--- config.mk ---
export PLATFORM = sky130hd
export DESIGN_NAME = ir_lidar_range_linearize_avg
export DESIGN_NICKNAME = d
export VERILOG_FILES = /design/src/rtl/irl_pkg.sv /design/src/rtl/irl_dp.sv /design/src/rtl/irl_ctrl.sv /design/src/rtl/ir_lidar_range_linearize_avg.sv
export VERILOG_INCLUDE_DIRS = /design/src /design/src/rtl
export SDC_FILE = /design/constraint.sdc
export NUM_CORES = 2
export LEC_CHECK = 0
export BUFFER_PORTS_ARGS = -buffer_cell sky130_fd_sc_hd__clkbuf_2
export CAP_MARGIN = 20
export CORE_UTILIZATION = 30
export CTS_CLUSTER_SIZE = 24
export DETAILED_ROUTE_END_ITERATION = 7
export HOLD_SLACK_MARGIN = 0.03
export PLACE_DENSITY = 0.5
export SLEW_MARGIN = 10
export SYNTH_ARGS = -nofsm -noshare
export SYNTH_HDL_FRONTEND = slang
export SYNTH_SLANG_ARGS = --single-unit
--- constraint.sdc ---
create_clock -name clk -period 21.2 [get_ports clk]
set_input_delay 2.12 -clock clk [delete_from_list [all_inputs] [get_ports clk]]
set_output_delay 2.12 -clock clk [all_outputs]
set_load 0.1 [all_outputs]
--- src/rtl/assert_macros.svh ---
// ----------------------------------------------------------------------------
// assert_macros.svh
// Assertion shorthands shared by the RTL; compiled out with NO_ASSERTIONS.
// ----------------------------------------------------------------------------
`ifndef ASSERT_MACROS_SVH
`define ASSERT_MACROS_SVH
`ifndef NO_ASSERTIONS
// same-cycle implication
`define ASSERT_IMPL(lbl, ck, rn, ante, cons) \
  lbl: assert property (@(posedge ck) disable iff (!rn) (ante) |-> (cons)) \
    else $error("same-cycle implication failed");
// next-cycle implication
`define ASSERT_NEXT(lbl, ck, rn, ante, cons) \
  lbl: assert property (@(posedge ck) disable iff (!rn) (ante) |=> (cons)) \
    else $error("next-cycle implication failed");
`else
`define ASSERT_IMPL(lbl, ck, rn, ante, cons)
`define ASSERT_NEXT(lbl, ck, rn, ante, cons)
`endif
`endif

--- src/rtl/irl_pkg.sv ---
// ----------------------------------------------------------------------------
// irl_pkg
// Shared widths, register codes, reset values and controller/datapath types.
// ----------------------------------------------------------------------------
package irl_pkg;

  localparam int IR_CHANNELS = 4;
  localparam int CH_W        = 2;
  localparam int RAW_W       = 8;
  localparam int TICK_W      = 16;
  localparam int MM_W        = 10;
  localparam int LID_W       = 15;
  localparam int FRAC_W      = 16;

  localparam int QUAD_W      = 19;
  localparam int LIN_W       = 21;
  localparam int OFS_W       = 27;
  localparam int GAIN_W      = 16;
  localparam int LOFS_W      = 24;
  localparam int SAMP_W      = 28;

  localparam int CFG_IDX_W   = 3;
  localparam int CFG_DATA_W  = 27;
  localparam int IN_TDATA_W  = 48;
  localparam int OUT_TDATA_W = 56;

  localparam int MUL_A_W     = 29;
  localparam int MUL_B_W     = 17;
  localparam int PROD_W      = MUL_A_W + MUL_B_W;

  localparam logic signed [QUAD_W-1:0] QUAD_RST = 19'sd1507;
  localparam logic signed [LIN_W-1:0]  LIN_RST  = -21'sd311034;
  localparam logic [GAIN_W-1:0]        GAIN_RST = 16'd8323;
  localparam logic signed [LOFS_W-1:0] LOFS_RST = -24'sd2862481;

  typedef enum logic [CFG_IDX_W-1:0] {
    CFG_QUAD = 3'd0,
    CFG_LIN  = 3'd1,
    CFG_OFS1 = 3'd2,
    CFG_OFS2 = 3'd3,
    CFG_OFS3 = 3'd4,
    CFG_OFS4 = 3'd5,
    CFG_GAIN = 3'd6,
    CFG_LOFS = 3'd7
  } cfg_idx_t;

  typedef enum logic [1:0] {
    MA_QUAD   = 2'd0,
    MA_LINSUM = 2'd1,
    MA_RECIP  = 2'd2,
    MA_GAIN   = 2'd3
  } mul_a_t;

  typedef enum logic [1:0] {
    MB_RAW   = 2'd0,
    MB_QUOT  = 2'd1,
    MB_TICKS = 2'd2
  } mul_b_t;

  typedef struct packed {
    logic            load;
    mul_a_t          a_sel;
    mul_b_t          b_sel;
    logic            mul_en;
    logic            win_rd;
    logic            win_wr;
    logic            avg_chk;
    logic            store_en;
    logic [CH_W-1:0] store_ch;
    logic [CH_W-1:0] ch;
    logic            lid_fin;
  } irl_cmd_t;

  typedef struct packed {
    logic out_busy;
  } irl_sts_t;

  function automatic logic signed [OFS_W-1:0] ofs_rst(input logic [CH_W-1:0] ch);
    logic signed [OFS_W-1:0] v;
    case (ch)
      2'd0:    v = 27'sd19704054;
      2'd1:    v = 27'sd20162806;
      2'd2:    v = 27'sd19835126;
      2'd3:    v = 27'sd20162806;
      default: v = '0;
    endcase
    return v;
  endfunction

endpackage

--- src/rtl/irl_dp.sv ---
// ----------------------------------------------------------------------------
// irl_dp
// Datapath: config registers, shared multiplier, sample window, running sums,
// result and output registers.
// ----------------------------------------------------------------------------
module irl_dp #(
  parameter int WINDOW_LEN = 5
) (
  input  logic                             clk,
  input  logic                             rst_n,
  input  irl_pkg::irl_cmd_t                cmd,
  output irl_pkg::irl_sts_t                sts,
  input  logic                             cfg_wr,
  input  logic [irl_pkg::CFG_IDX_W-1:0]    cfg_index,
  input  logic [irl_pkg::CFG_DATA_W-1:0]   cfg_data,
  input  logic [irl_pkg::IN_TDATA_W-1:0]   in_tdata,
  output logic                             out_tvalid,
  input  logic                             out_tready,
  output logic [irl_pkg::OUT_TDATA_W-1:0]  out_tdata
);
  import irl_pkg::*;

  localparam int SLOT_W  = $clog2(WINDOW_LEN);
  localparam int SUM_W   = SAMP_W + $clog2(WINDOW_LEN);
  localparam int QT_W    = SUM_W - FRAC_W - 1;
  localparam int RCP_SH  = 20;
  localparam int AVG_LIM = (1 << MM_W) * WINDOW_LEN;
  localparam logic [MUL_A_W-1:0] RECIP =
    MUL_A_W'(((1 << RCP_SH) + WINDOW_LEN - 1) / WINDOW_LEN);

  // configuration
  logic signed [QUAD_W-1:0] quad_r;
  logic signed [LIN_W-1:0]  lin_r;
  logic signed [OFS_W-1:0]  ofs_r [IR_CHANNELS];
  logic [GAIN_W-1:0]        gain_r;
  logic signed [LOFS_W-1:0] lofs_r;

  // captured item
  logic [RAW_W-1:0]  raw_r [IR_CHANNELS];
  logic [TICK_W-1:0] ticks_r;

  // multiplier
  logic signed [MUL_A_W-1:0] mul_a;
  logic signed [MUL_B_W-1:0] mul_b;
  logic signed [PROD_W-1:0]  prod_r;

  // window and sums
  logic signed [SAMP_W-1:0]              win_mem [WINDOW_LEN][IR_CHANNELS];
  logic [WINDOW_LEN-1:0][IR_CHANNELS-1:0] win_vld_r;
  logic [SLOT_W-1:0]                     slot_r;
  logic signed [SAMP_W-1:0]              old_r;
  logic                                  old_vld_r;
  logic signed [SUM_W-1:0]               sum_r [IR_CHANNELS];
  logic signed [PROD_W-1:0]              v_full;
  logic signed [SAMP_W-1:0]              samp;
  logic signed [SAMP_W-1:0]              old_term;
  logic signed [SUM_W-1:0]               sum_nxt;
  logic                                  avg_neg_r;
  logic                                  avg_big_r;

  // results
  logic [MM_W-1:0]            ir_mm_r [IR_CHANNELS];
  logic signed [PROD_W-1:0]   lid_sum;
  logic signed [PROD_W-1:0]   lid_adj;
  logic [PROD_W-FRAC_W-1:0]   lid_q;
  logic [LID_W-1:0]           lid_mm;
  logic                       out_valid_r;
  logic [OUT_TDATA_W-1:0]     out_data_r;

  always_ff @(posedge clk) begin
    if (!rst_n) begin
      quad_r <= QUAD_RST;
      lin_r  <= LIN_RST;
      for (int c = 0; c < IR_CHANNELS; c++) begin
        ofs_r[c] <= ofs_rst(CH_W'(c));
      end
      gain_r <= GAIN_RST;
      lofs_r <= LOFS_RST;
    end else if (cfg_wr) begin
      case (cfg_idx_t'(cfg_index))
        CFG_QUAD: quad_r   <= cfg_data[QUAD_W-1:0];
        CFG_LIN:  lin_r    <= cfg_data[LIN_W-1:0];
        CFG_OFS1: ofs_r[0] <= cfg_data[OFS_W-1:0];
        CFG_OFS2: ofs_r[1] <= cfg_data[OFS_W-1:0];
        CFG_OFS3: ofs_r[2] <= cfg_data[OFS_W-1:0];
        CFG_OFS4: ofs_r[3] <= cfg_data[OFS_W-1:0];
        CFG_GAIN: gain_r   <= cfg_data[GAIN_W-1:0];
        CFG_LOFS: lofs_r   <= cfg_data[LOFS_W-1:0];
        default: ;
      endcase
    end
  end

  always_ff @(posedge clk) begin
    if (cmd.load) begin
      for (int c = 0; c < IR_CHANNELS; c++) begin
        raw_r[c] <= in_tdata[c*RAW_W +: RAW_W];
      end
      ticks_r <= in_tdata[IR_CHANNELS*RAW_W +: TICK_W];
    end
  end

  // operand select for the shared multiplier
  always_comb begin
    case (cmd.a_sel)
      MA_QUAD:   mul_a = MUL_A_W'(quad_r);
      MA_LINSUM: mul_a = prod_r[MUL_A_W-1:0] + MUL_A_W'(lin_r);
      MA_RECIP:  mul_a = RECIP;
      MA_GAIN:   mul_a = MUL_A_W'(gain_r);
      default:   mul_a = '0;
    endcase
    case (cmd.b_sel)
      MB_RAW:   mul_b = MUL_B_W'(raw_r[cmd.ch]);
      MB_QUOT:  mul_b = MUL_B_W'(sum_r[cmd.ch][SUM_W-2:FRAC_W]);
      MB_TICKS: mul_b = MUL_B_W'(ticks_r);
      default:  mul_b = '0;
    endcase
  end

  always_ff @(posedge clk) begin
    if (cmd.mul_en) begin
      prod_r <= mul_a * mul_b;
    end
  end

  // calibrated sample, saturated to the window width
  always_comb begin
    v_full = prod_r + PROD_W'(ofs_r[cmd.ch]);
    if (!v_full[PROD_W-1] && (|v_full[PROD_W-2:SAMP_W-1])) begin
      samp = {1'b0, {(SAMP_W-1){1'b1}}};
    end else if (v_full[PROD_W-1] && !(&v_full[PROD_W-2:SAMP_W-1])) begin
      samp = {1'b1, {(SAMP_W-1){1'b0}}};
    end else begin
      samp = v_full[SAMP_W-1:0];
    end
    old_term = old_vld_r ? old_r : '0;
    sum_nxt  = sum_r[cmd.ch] + SUM_W'(samp) - SUM_W'(old_term);
  end

  always_ff @(posedge clk) begin
    if (cmd.win_rd) begin
      old_r <= win_mem[slot_r][cmd.ch];
    end
    if (cmd.win_wr) begin
      win_mem[slot_r][cmd.ch] <= samp;
    end
  end

  always_ff @(posedge clk) begin
    if (!rst_n) begin
      win_vld_r <= '0;
      old_vld_r <= 1'b0;
      slot_r    <= '0;
      for (int c = 0; c < IR_CHANNELS; c++) begin
        sum_r[c] <= '0;
      end
    end else begin
      if (cmd.win_rd) begin
        old_vld_r <= win_vld_r[slot_r][cmd.ch];
      end
      if (cmd.win_wr) begin
        win_vld_r[slot_r][cmd.ch] <= 1'b1;
        sum_r[cmd.ch]             <= sum_nxt;
      end
      if (cmd.lid_fin) begin
        slot_r <= (slot_r == SLOT_W'(WINDOW_LEN - 1)) ? '0 : slot_r + 1'b1;
      end
    end
  end

  // average: negative sums truncate to zero, large quotients clamp
  always_ff @(posedge clk) begin
    if (cmd.avg_chk) begin
      avg_neg_r <= sum_r[cmd.ch][SUM_W-1];
      avg_big_r <= (sum_r[cmd.ch][SUM_W-2:FRAC_W] >= QT_W'(AVG_LIM));
    end
    if (cmd.store_en) begin
      if (avg_neg_r) begin
        ir_mm_r[cmd.store_ch] <= '0;
      end else if (avg_big_r) begin
        ir_mm_r[cmd.store_ch] <= '1;
      end else begin
        ir_mm_r[cmd.store_ch] <= prod_r[RCP_SH+MM_W-1:RCP_SH];
      end
    end
  end

  // lidar: add offset, truncate toward zero, saturate
  always_comb begin
    lid_sum = prod_r + PROD_W'(lofs_r);
    lid_adj = lid_sum + (lid_sum[PROD_W-1] ? PROD_W'((1 << FRAC_W) - 1) : '0);
    lid_q   = lid_adj[PROD_W-1:FRAC_W];
    if (!lid_q[PROD_W-FRAC_W-1] && (|lid_q[PROD_W-FRAC_W-2:LID_W-1])) begin
      lid_mm = {1'b0, {(LID_W-1){1'b1}}};
    end else if (lid_q[PROD_W-FRAC_W-1] && !(&lid_q[PROD_W-FRAC_W-2:LID_W-1])) begin
      lid_mm = {1'b1, {(LID_W-1){1'b0}}};
    end else begin
      lid_mm = lid_q[LID_W-1:0];
    end
  end

  always_ff @(posedge clk) begin
    if (!rst_n) begin
      out_valid_r <= 1'b0;
    end else if (cmd.lid_fin) begin
      out_valid_r <= 1'b1;
    end else if (out_tready) begin
      out_valid_r <= 1'b0;
    end
  end

  always_ff @(posedge clk) begin
    if (cmd.lid_fin) begin
      out_data_r <= {1'b0, lid_mm, ir_mm_r[3], ir_mm_r[2], ir_mm_r[1], ir_mm_r[0]};
    end
  end

  assign out_tvalid   = out_valid_r;
  assign out_tdata    = out_data_r;
  assign sts.out_busy = out_valid_r & ~out_tready;

endmodule

--- src/rtl/irl_ctrl.sv ---
// ----------------------------------------------------------------------------
// irl_ctrl
// Sequencer: walks each channel through the shared multiplier, then the lidar.
// ----------------------------------------------------------------------------
module irl_ctrl (
  input  logic              clk,
  input  logic              rst_n,
  input  logic              in_tvalid,
  output logic              in_tready,
  input  irl_pkg::irl_sts_t sts,
  output irl_pkg::irl_cmd_t cmd
);
  import irl_pkg::*;

  typedef enum logic [6:0] {
    ST_IDLE    = 7'b0000001,
    ST_MUL_Q   = 7'b0000010,
    ST_MUL_L   = 7'b0000100,
    ST_ACC     = 7'b0001000,
    ST_DIV     = 7'b0010000,
    ST_LID_MUL = 7'b0100000,
    ST_LID_ADD = 7'b1000000
  } state_t;

  state_t          state_r, state_nxt;
  logic [CH_W-1:0] ch_r, ch_nxt;

  always_comb begin
    state_nxt    = state_r;
    ch_nxt       = ch_r;
    cmd          = '0;
    cmd.a_sel    = MA_QUAD;
    cmd.b_sel    = MB_RAW;
    cmd.ch       = ch_r;
    cmd.store_ch = ch_r - 1'b1;
    case (state_r)
      ST_IDLE: begin
        if (in_tvalid) begin
          cmd.load  = 1'b1;
          ch_nxt    = '0;
          state_nxt = ST_MUL_Q;
        end
      end
      ST_MUL_Q: begin
        cmd.mul_en   = 1'b1;
        cmd.store_en = (ch_r != '0);
        state_nxt    = ST_MUL_L;
      end
      ST_MUL_L: begin
        cmd.a_sel  = MA_LINSUM;
        cmd.mul_en = 1'b1;
        cmd.win_rd = 1'b1;
        state_nxt  = ST_ACC;
      end
      ST_ACC: begin
        cmd.win_wr = 1'b1;
        state_nxt  = ST_DIV;
      end
      ST_DIV: begin
        cmd.a_sel   = MA_RECIP;
        cmd.b_sel   = MB_QUOT;
        cmd.mul_en  = 1'b1;
        cmd.avg_chk = 1'b1;
        if (ch_r == CH_W'(IR_CHANNELS - 1)) begin
          state_nxt = ST_LID_MUL;
        end else begin
          ch_nxt    = ch_r + 1'b1;
          state_nxt = ST_MUL_Q;
        end
      end
      ST_LID_MUL: begin
        cmd.a_sel    = MA_GAIN;
        cmd.b_sel    = MB_TICKS;
        cmd.mul_en   = 1'b1;
        cmd.store_en = 1'b1;
        cmd.store_ch = ch_r;
        state_nxt    = ST_LID_ADD;
      end
      ST_LID_ADD: begin
        // hold until the output register has room
        if (!sts.out_busy) begin
          cmd.lid_fin = 1'b1;
          state_nxt   = ST_IDLE;
        end
      end
      default: begin
        state_nxt = ST_IDLE;
      end
    endcase
  end

  always_ff @(posedge clk) begin
    if (!rst_n) begin
      state_r <= ST_IDLE;
      ch_r    <= '0;
    end else begin
      state_r <= state_nxt;
      ch_r    <= ch_nxt;
    end
  end

  assign in_tready = (state_r == ST_IDLE);

endmodule

--- src/rtl/ir_lidar_range_linearize_avg.sv ---
// ----------------------------------------------------------------------------
// ir_lidar_range_linearize_avg
// Quadratic IR range calibration with a moving-average window per channel,
// plus linear lidar pulse-width to distance conversion.
// ----------------------------------------------------------------------------
//
//  channel | dir | handshake          | payload
//  --------+-----+--------------------+--------------------------------------
//  in_     | in  | in_tvalid/tready   | 4 x 8-bit IR reading, 16-bit ticks
//  out_    | out | out_tvalid/tready  | 4 x 10-bit mm average, 15-bit lidar mm
//  cfg_    | in  | cfg_valid/ready    | 3-bit register index, 27-bit data
//
//  The sequencer steps through an accept state, per IR channel MUL_Q, MUL_L,
//  ACC and DIV, then LID_MUL and LID_ADD for the lidar, all set by the single
//  shared multiplier (q*x, (p+b)*x, average by reciprocal, gain*ticks). The
//  result is loaded into the output register in LID_ADD, once it has room.
//  The next item is taken while the last result waits in the output register;
//  its results stall only if that register is still full when they are ready.
//  Reset (rst_n low, synchronous) loads the register defaults and marks every
//  window entry empty (reads as zero); no clearing pass is needed.
//  cfg_ready is always high; write registers only while the block is idle.
//
`include "assert_macros.svh"

module ir_lidar_range_linearize_avg #(
  parameter int WINDOW_LEN = 5
) (
  input  logic                             clk,
  input  logic                             rst_n,
  // in_tdata: ir_raw_1[7:0], ir_raw_2[15:8], ir_raw_3[23:16], ir_raw_4[31:24],
  //           lidar_pulse_ticks[47:32]
  input  logic                             in_tvalid,
  output logic                             in_tready,
  input  logic [irl_pkg::IN_TDATA_W-1:0]   in_tdata,
  // out_tdata: ir_mm_1[9:0], ir_mm_2[19:10], ir_mm_3[29:20], ir_mm_4[39:30],
  //            lidar_mm[54:40], zero pad[55]
  output logic                             out_tvalid,
  input  logic                             out_tready,
  output logic [irl_pkg::OUT_TDATA_W-1:0]  out_tdata,
  input  logic                             cfg_valid,
  output logic                             cfg_ready,
  input  logic [irl_pkg::CFG_IDX_W-1:0]    cfg_index,
  input  logic [irl_pkg::CFG_DATA_W-1:0]   cfg_data
);
  import irl_pkg::*;

  irl_cmd_t cmd;
  irl_sts_t sts;

  // registers take a write every cycle
  assign cfg_ready = 1'b1;

  irl_ctrl u_ctrl (
    .clk       (clk),
    .rst_n     (rst_n),
    .in_tvalid (in_tvalid),
    .in_tready (in_tready),
    .sts       (sts),
    .cmd       (cmd)
  );

  irl_dp #(
    .WINDOW_LEN (WINDOW_LEN)
  ) u_dp (
    .clk        (clk),
    .rst_n      (rst_n),
    .cmd        (cmd),
    .sts        (sts),
    .cfg_wr     (cfg_valid & cfg_ready),
    .cfg_index  (cfg_index),
    .cfg_data   (cfg_data),
    .in_tdata   (in_tdata),
    .out_tvalid (out_tvalid),
    .out_tready (out_tready),
    .out_tdata  (out_tdata)
  );

  // an accepted item is captured and the sequencer leaves idle
  `ASSERT_IMPL(a_load_on_accept, clk, rst_n, in_tvalid && in_tready, cmd.load)
  `ASSERT_NEXT(a_busy_after_accept, clk, rst_n, in_tvalid && in_tready, !in_tready)
  // a finished item never overwrites a result that is still waiting
  `ASSERT_IMPL(a_fin_has_room, clk, rst_n, cmd.lid_fin, !(out_tvalid && !out_tready))
  `ASSERT_NEXT(a_fin_shows_result, clk, rst_n, cmd.lid_fin, out_tvalid)

endmodule
======== After elaboration in Yosys (flattened, before gate mapping) ========
Memory sizes are Yosys's and may differ from the RTL's. A register that Yosys moved wholly into a read port is not among the register bits.
Index checks and enable logic that the tools add are counted.
word-level totals
  register bits after elaboration ......... 221
  memory bits (writable) .................. 864
  bits of input ports ..................... 83
  logic and storage cells ................. 201
  memories kept ........................... 5
operators by class
  $add $sub $neg .......................... 9
  multiply operators ...................... 1
  magnitude comparators ................... 7
  equal/unequal tests ..................... 24
  multiplexer cells ....................... 96
  bitwise gates (word level) .............. 10
  reduce and logical (&&, ||, !) cells .... 29
memory list
  memory        words  width  rd ports  clocked after Yosys merged registers in  write ports  RTL line      RTL
  u_dp.win_mem  5      112    1         1                                        1            irl_dp.sv:48  logic signed [SAMP_W-1:0] win_mem [WINDOW_LEN][IR_CHANNELS];
  u_dp.sum_r    4      31     1         1                                        4            irl_dp.sv:53  logic signed [SUM_W-1:0] sum_r [IR_CHANNELS];
  u_dp.ofs_r    4      27     1         1                                        4            irl_dp.sv:34  logic signed [OFS_W-1:0] ofs_r [IR_CHANNELS];
  u_dp.ir_mm_r  4      10     4         4                                        1            irl_dp.sv:62  logic [MM_W-1:0] ir_mm_r [IR_CHANNELS];
  u_dp.raw_r    4      8      1         1                                        4            irl_dp.sv:39  logic [RAW_W-1:0] raw_r [IR_CHANNELS];
operators with widths
  operator                                 count
  two-way mux 27 bit                       7
  two-way mux 28 bit                       6
  case mux 29 bit (4 select lines)         1
  two-way mux 112 bit                      1
  binary-select mux 28 bit (select 2 bit)  1
  demux 28 bit (select 2 bit)              1
  case mux 7 bit (7 select lines)          1
  case mux 16 bit (3 select lines)         1
  adder 46 x 24 -> 46 bit                  1
  adder 46 x 27 -> 46 bit                  1
  adder 46 bit                             1
  multiplier 29 x 17 -> 46 bit             1
  two-way mux 1 bit                        46
  adder 31 x 28 -> 31 bit                  1
  two-way mux 31 bit                       1
  OR reduction 31 bit                      1
  subtractor 31 x 28 -> 31 bit             1
  adder 29 bit                             1
  two-way mux 10 bit                       2
  two-way mux 2 bit                        10
  bitwise OR 20 bit                        1
  AND reduction 18 bit                     1
  OR reduction 18 bit                      1
  two-way mux 16 bit                       1
  49 further kinds                         86

======== Depth between registers and ports, before layout ========
  depth after elaboration ................. 9
  mapped depth ............................ 42
  depth with buffers taken out ............ 41

======== Modules after synthesis ========
A second synthesis with hierarchy kept.
unflattened totals
  cell total of the unflattened synthesis .. 5752
  area total of the unflattened synthesis .. 70173.6 um^2
modules (own cells, without submodules)
  module                        instances  cells an instance  area an instance (um^2)  sequential area each (um^2)
  irl_dp                        1          5680               69605.5                  32521.2
  irl_ctrl                      1          70                 556.8                    180.2
  ir_lidar_range_linearize_avg  1          2                  11.3                     0.0

======== Worst setup path after synthesis ========
OpenSTA, ideal clock, no wires.
  path type ............................... flip-flop to flip-flop
  start ................................... reg (tool-made name)
  end ..................................... mem u_dp.sum_r[1][28] in the netlist's numbering, data pin
  setup time .............................. 0.265 ns
  data arrival time ....................... 9.836 ns
  required time ........................... 20.935 ns
  path slack .............................. 11.099 ns
  stages on the path, launching flop included .. 37
  path buffers ............................ 5
  cell sequence ........................... dfxtp_1 buf_1 clkbuf_1 buf_1 mux4_2 ha_1 fa_1 a211oi_1 o21ai_0 a211o_1 nand3_2 a21oi_2 a31o_1 and2_4 o211a_1 or4_1 or4_1 or4_1 buf_2 nand2_4 buf_4 a21oi_1 fa_1 inv_1 fa_1 a21o_1 a21oi_1 o211a_1 nor3_1 o41ai_1 a21oi_1 a41o_1 a31oi_1 o21ai_0 a21oi_1 xor2_1 nor2_1
RTL lines
  element        RTL line
  end, declared  irl_dp.sv:53

==> results.py <==
metrics = {
    "clock_tree": {
        "postCtsSetupRepairBufs": 0,
        "cts_buffer_depth": 3,
        "clock-root-buffer": "clkbuf_16",
        "cts_hold_buf": 0,
        "cts_tree": "yes",
        "clkSinkCount": 1130,
        "h-tree-depth": 4,
        "clk_pin_slew_ns": 0.06,
        "numCtsBuffers": 131,
        "clk_latency_ns": 0.80,
        "postCtsResizedCells": 0,
    },
    "global_routing": {
        "grt_overflow_total": 0,
        "grt_max_degree": 77,
        "grt_pass1_wl_microns": 300600,
        "grt_pass1_vias": 45210,
        "antenna_found_initial": 8,
        "gr-usage-all-layers_pct": 17.57,
    },
    "synth": {
        "synth_ff_type": "edfxtp_1",
        "seq_area_frac_synth_pct": 47.60,
        "ys_types": 88,
        "async_flop_share_pct": 0,
        "synth-seq-cells": 1130,
        "syn_area_sq_um": 68780,
        "syn_avg_cell_area_sq_um": 12.30,
        "ys_warn_count": 0,
        "yosysTopAreaCellShare_pct": 44.14,
        "synth_edf_count": 1011,
        "synth_cells": 5591,
        "netlist_top_cells_area": "edfxtp_1 44%, fa_1 14%, mux4_2 7.8%",
        "yosysTopAreaCell": "edfxtp_1",
    },
    "final_layout": {
        "seqCellArea_sq_um": 32760,
        "fin_nets": 6689,
        "multi_input_area_sq_um": 33250,
        "fillers": 22630,
        "drive_above_1_share_pct": 12.91,
        "areaGrowthSynthToFinish_pct": 13.54,
    },
    "routing": {
        "drc_errors": 0,
        "via_count": 44340,
        "first_pass_iters": 6,
        "vias_per_cell": 4.947,
        "postRouteAntennaNets": 0,
        "drt-initial-drc-count": 3402,
        "avgRoutedWirePerCell_microns": 22.65,
        "routed_wl_microns": 203000,
    },
    "timing": {
        "slew_headroom_pct": 31.18,
        "fin_setup_tns_ns": 0,
        "setup_viol": 0,
        "rsz0062_at_grt": "false",
        "worstMarginPinSlew_ns": 1.029,
        "min_period_over_period_pct": 51.96,
        "setup_ws_ns": 10.18,
        "fmaxAchievable_mhz": 90.78,
        "min_period_ns": 11.02,
        "hold_viol": 0,
        "slew_violations": 0,
        "skew_ns": 0.08498,
    },
    "hold_path": {
        "hp-start": "u_dp.ir_mm_r[1][2]",
        "min_path_type": "reg2reg",
    },
    "floorplan": {
        "die_height_microns": 480.8,
        "coreArea_sq_um": 227700,
        "die_area_sq_um": 231200,
        "chipWidth_microns": 480.8,
        "initial_utilization_pct": 30.21,
        "rows": 175,
        "io_pins": 142,
    },
    "critical_path": {
        "crit_type": "reg2reg",
        "slowest_stage": "dfxtp_4",
        "regToRegSetupSlack_ns": 10.18,
        "start_kind": "flip-flop",
        "worstPathRequired_ns": 21.67,
        "arrival_ns": 11.49,
        "cp-end-kind": "flip-flop",
        "cpPeakStageDelay_ns": 0.99,
        "crit_fanout": 44,
        "crit_top_cell": "a21oi_1",
    },
    "power": {
        "ir_drop_mv": 0.1167,
        "power.leakage_uw": 0.03001,
        "powerDensity_nw_per_um2": 123.9,
    },
    "status": {
        "status": "completed",
    },
    "place": {
        "globalplace.congestion": 0.8857,
        "place.detailed.hpwl_microns": 144300,
        "io_buffers": 139,
        "dp_slack_ns": 10.21,
    },
    "job": {
        "max_cap_viol_count": 0,
    },
}
-- per-stage QoR --
| step | util [%] | instances | hold WS, ns | area [sq um] | total power, uW |
|---|---|---|---|---|---|
| final | 34.29 | 8962 | 0.4061 | 78090 | 9676 |
| after global routing | 34.29 | 8960 | 0.4150 | 78090 | 10390 |
| after CTS | 34.28 | 8955 | 0.4104 | 78060 | 9743 |
| after detailed placement | 32.39 | 8719 | 0.4045 | 73760 | 7443 |
| after global placement | 32.38 | 8718 | 0.4027 | 73740 | 7424 |
| after floorplan | - | 5692 | 0.4003 | 69160 | 6215 |
-- power by group --
group	leakage, uW	switching [uW]	internal, uW
combinational	0.0177	2830	1620
sequential	0.0103	77.0	2900
clock	0.00207	970	1270
total	0.0300	3880	5800
-- path summary, 6_finish.rpt --
check,end,cells past startpoint
setup reg to reg,u_dp.sum_r[0][28],30
hold / removal,out_tdata[12],0
setup / recovery,u_dp.sum_r[0][28],30
hold reg to reg,out_tdata[12],0
-- registers in the layout, summed over array words and instances, names as in the netlist, 3 cells and up, named ones only --
signal	flops
u_dp.ofs_r	108
u_dp.win_vld_r	20
u_dp.lin_r	21
u_dp.prod_r	46
u_dp.quad_r	19
u_dp.out_tdata	16
u_ctrl.state_r	7
u_dp.slot_r	3
out_tdata	39
u_dp.old_r	28
u_dp.ir_mm_r	40
u_dp.sum_r	124
u_dp.raw_r	32
u_dp.ticks_r	16
u_dp.gain_r	16
u_dp.lofs_r	24
u_dp.win_mem	560
-- cells in the mapped netlist, drive strengths merged, types with 41 or more instances --
cell,number
edfxtp,1011
inv,697
nand2,543
fa,480
nor2,431
a21oi,281
ha,281
mux4,237
clkbuf,169
and2,138
o21ai,138
dfxtp,119
nand3,110
xnor2,109
a21o,91
nand2b,70
xor2,65
o21a,51
or3,48
nor3,44
buf,41
-- layout by cell type (no fill, tap or decap), drive strengths merged, types with 110 or more instances in the layout --
cell type	count
a21oi	281
and2	138
clkbuf	299
dfxtp	119
edfxtp	1011
fa	480
ha	281
inv	702
mux4	237
nand2	543
nand3	110
nor2	431
o21ai	138
-- cell type report --
type                       instances  share of cell area [%]
timing repair buffer             230                   1.766
antenna                            5                 0.01602
inverter                         698                   3.355
tap                             3009                   4.821
clock inverter                    76                   1.122
clock buffer                     160                   4.390
sequential                      1130                   41.95
multi-input combinational       3654                   42.58
-- critical path: cells and delay by family, from the launching register on --
kind | cells | cell delay [ns]
and+or+nand+nor | 9 | 3.16
AOI/OAI and AO/OA | 14 | 4.04
muxes | 1 | 0.63
xor gates and xnor gates | 2 | 0.50
DFF | 1 | 0.99
adders and majority gates | 3 | 1.27
buffers and inverters | 1 | 0.07
-- routing by layer --
layer | GRT usage, % | share of wire, % | up-vias | wire, microns
met4 | 5.381 | 2.8 | 6 | 5730
met1 | 24.00 | 45 | 22850 | 90670
met2 | 28.98 | 48 | 1191 | 97100
met5 | 0 | 0.019 | - | 38
met3 | 2.208 | 4.7 | 273 | 9495
li1 | - | - | 20020 | -
-- logic make-up (layout without fill, tap and decap cells) --
group | after synthesis | in the layout | share of synthesized area (%)
xor+xnor | 174 | 174 | 2.216
other cells | 2 | 108 | 0.01092
simple gates | 1555 | 1555 | 10.49
buf+inv | 908 | 1164 | 4.990
fa+ha+maj | 761 | 761 | 19.08
compound gates | 791 | 791 | 7.318
flops | 1130 | 1130 | 47.60
mux | 270 | 270 | 8.293
Note: power is estimated with default switching activity, not from simulation.
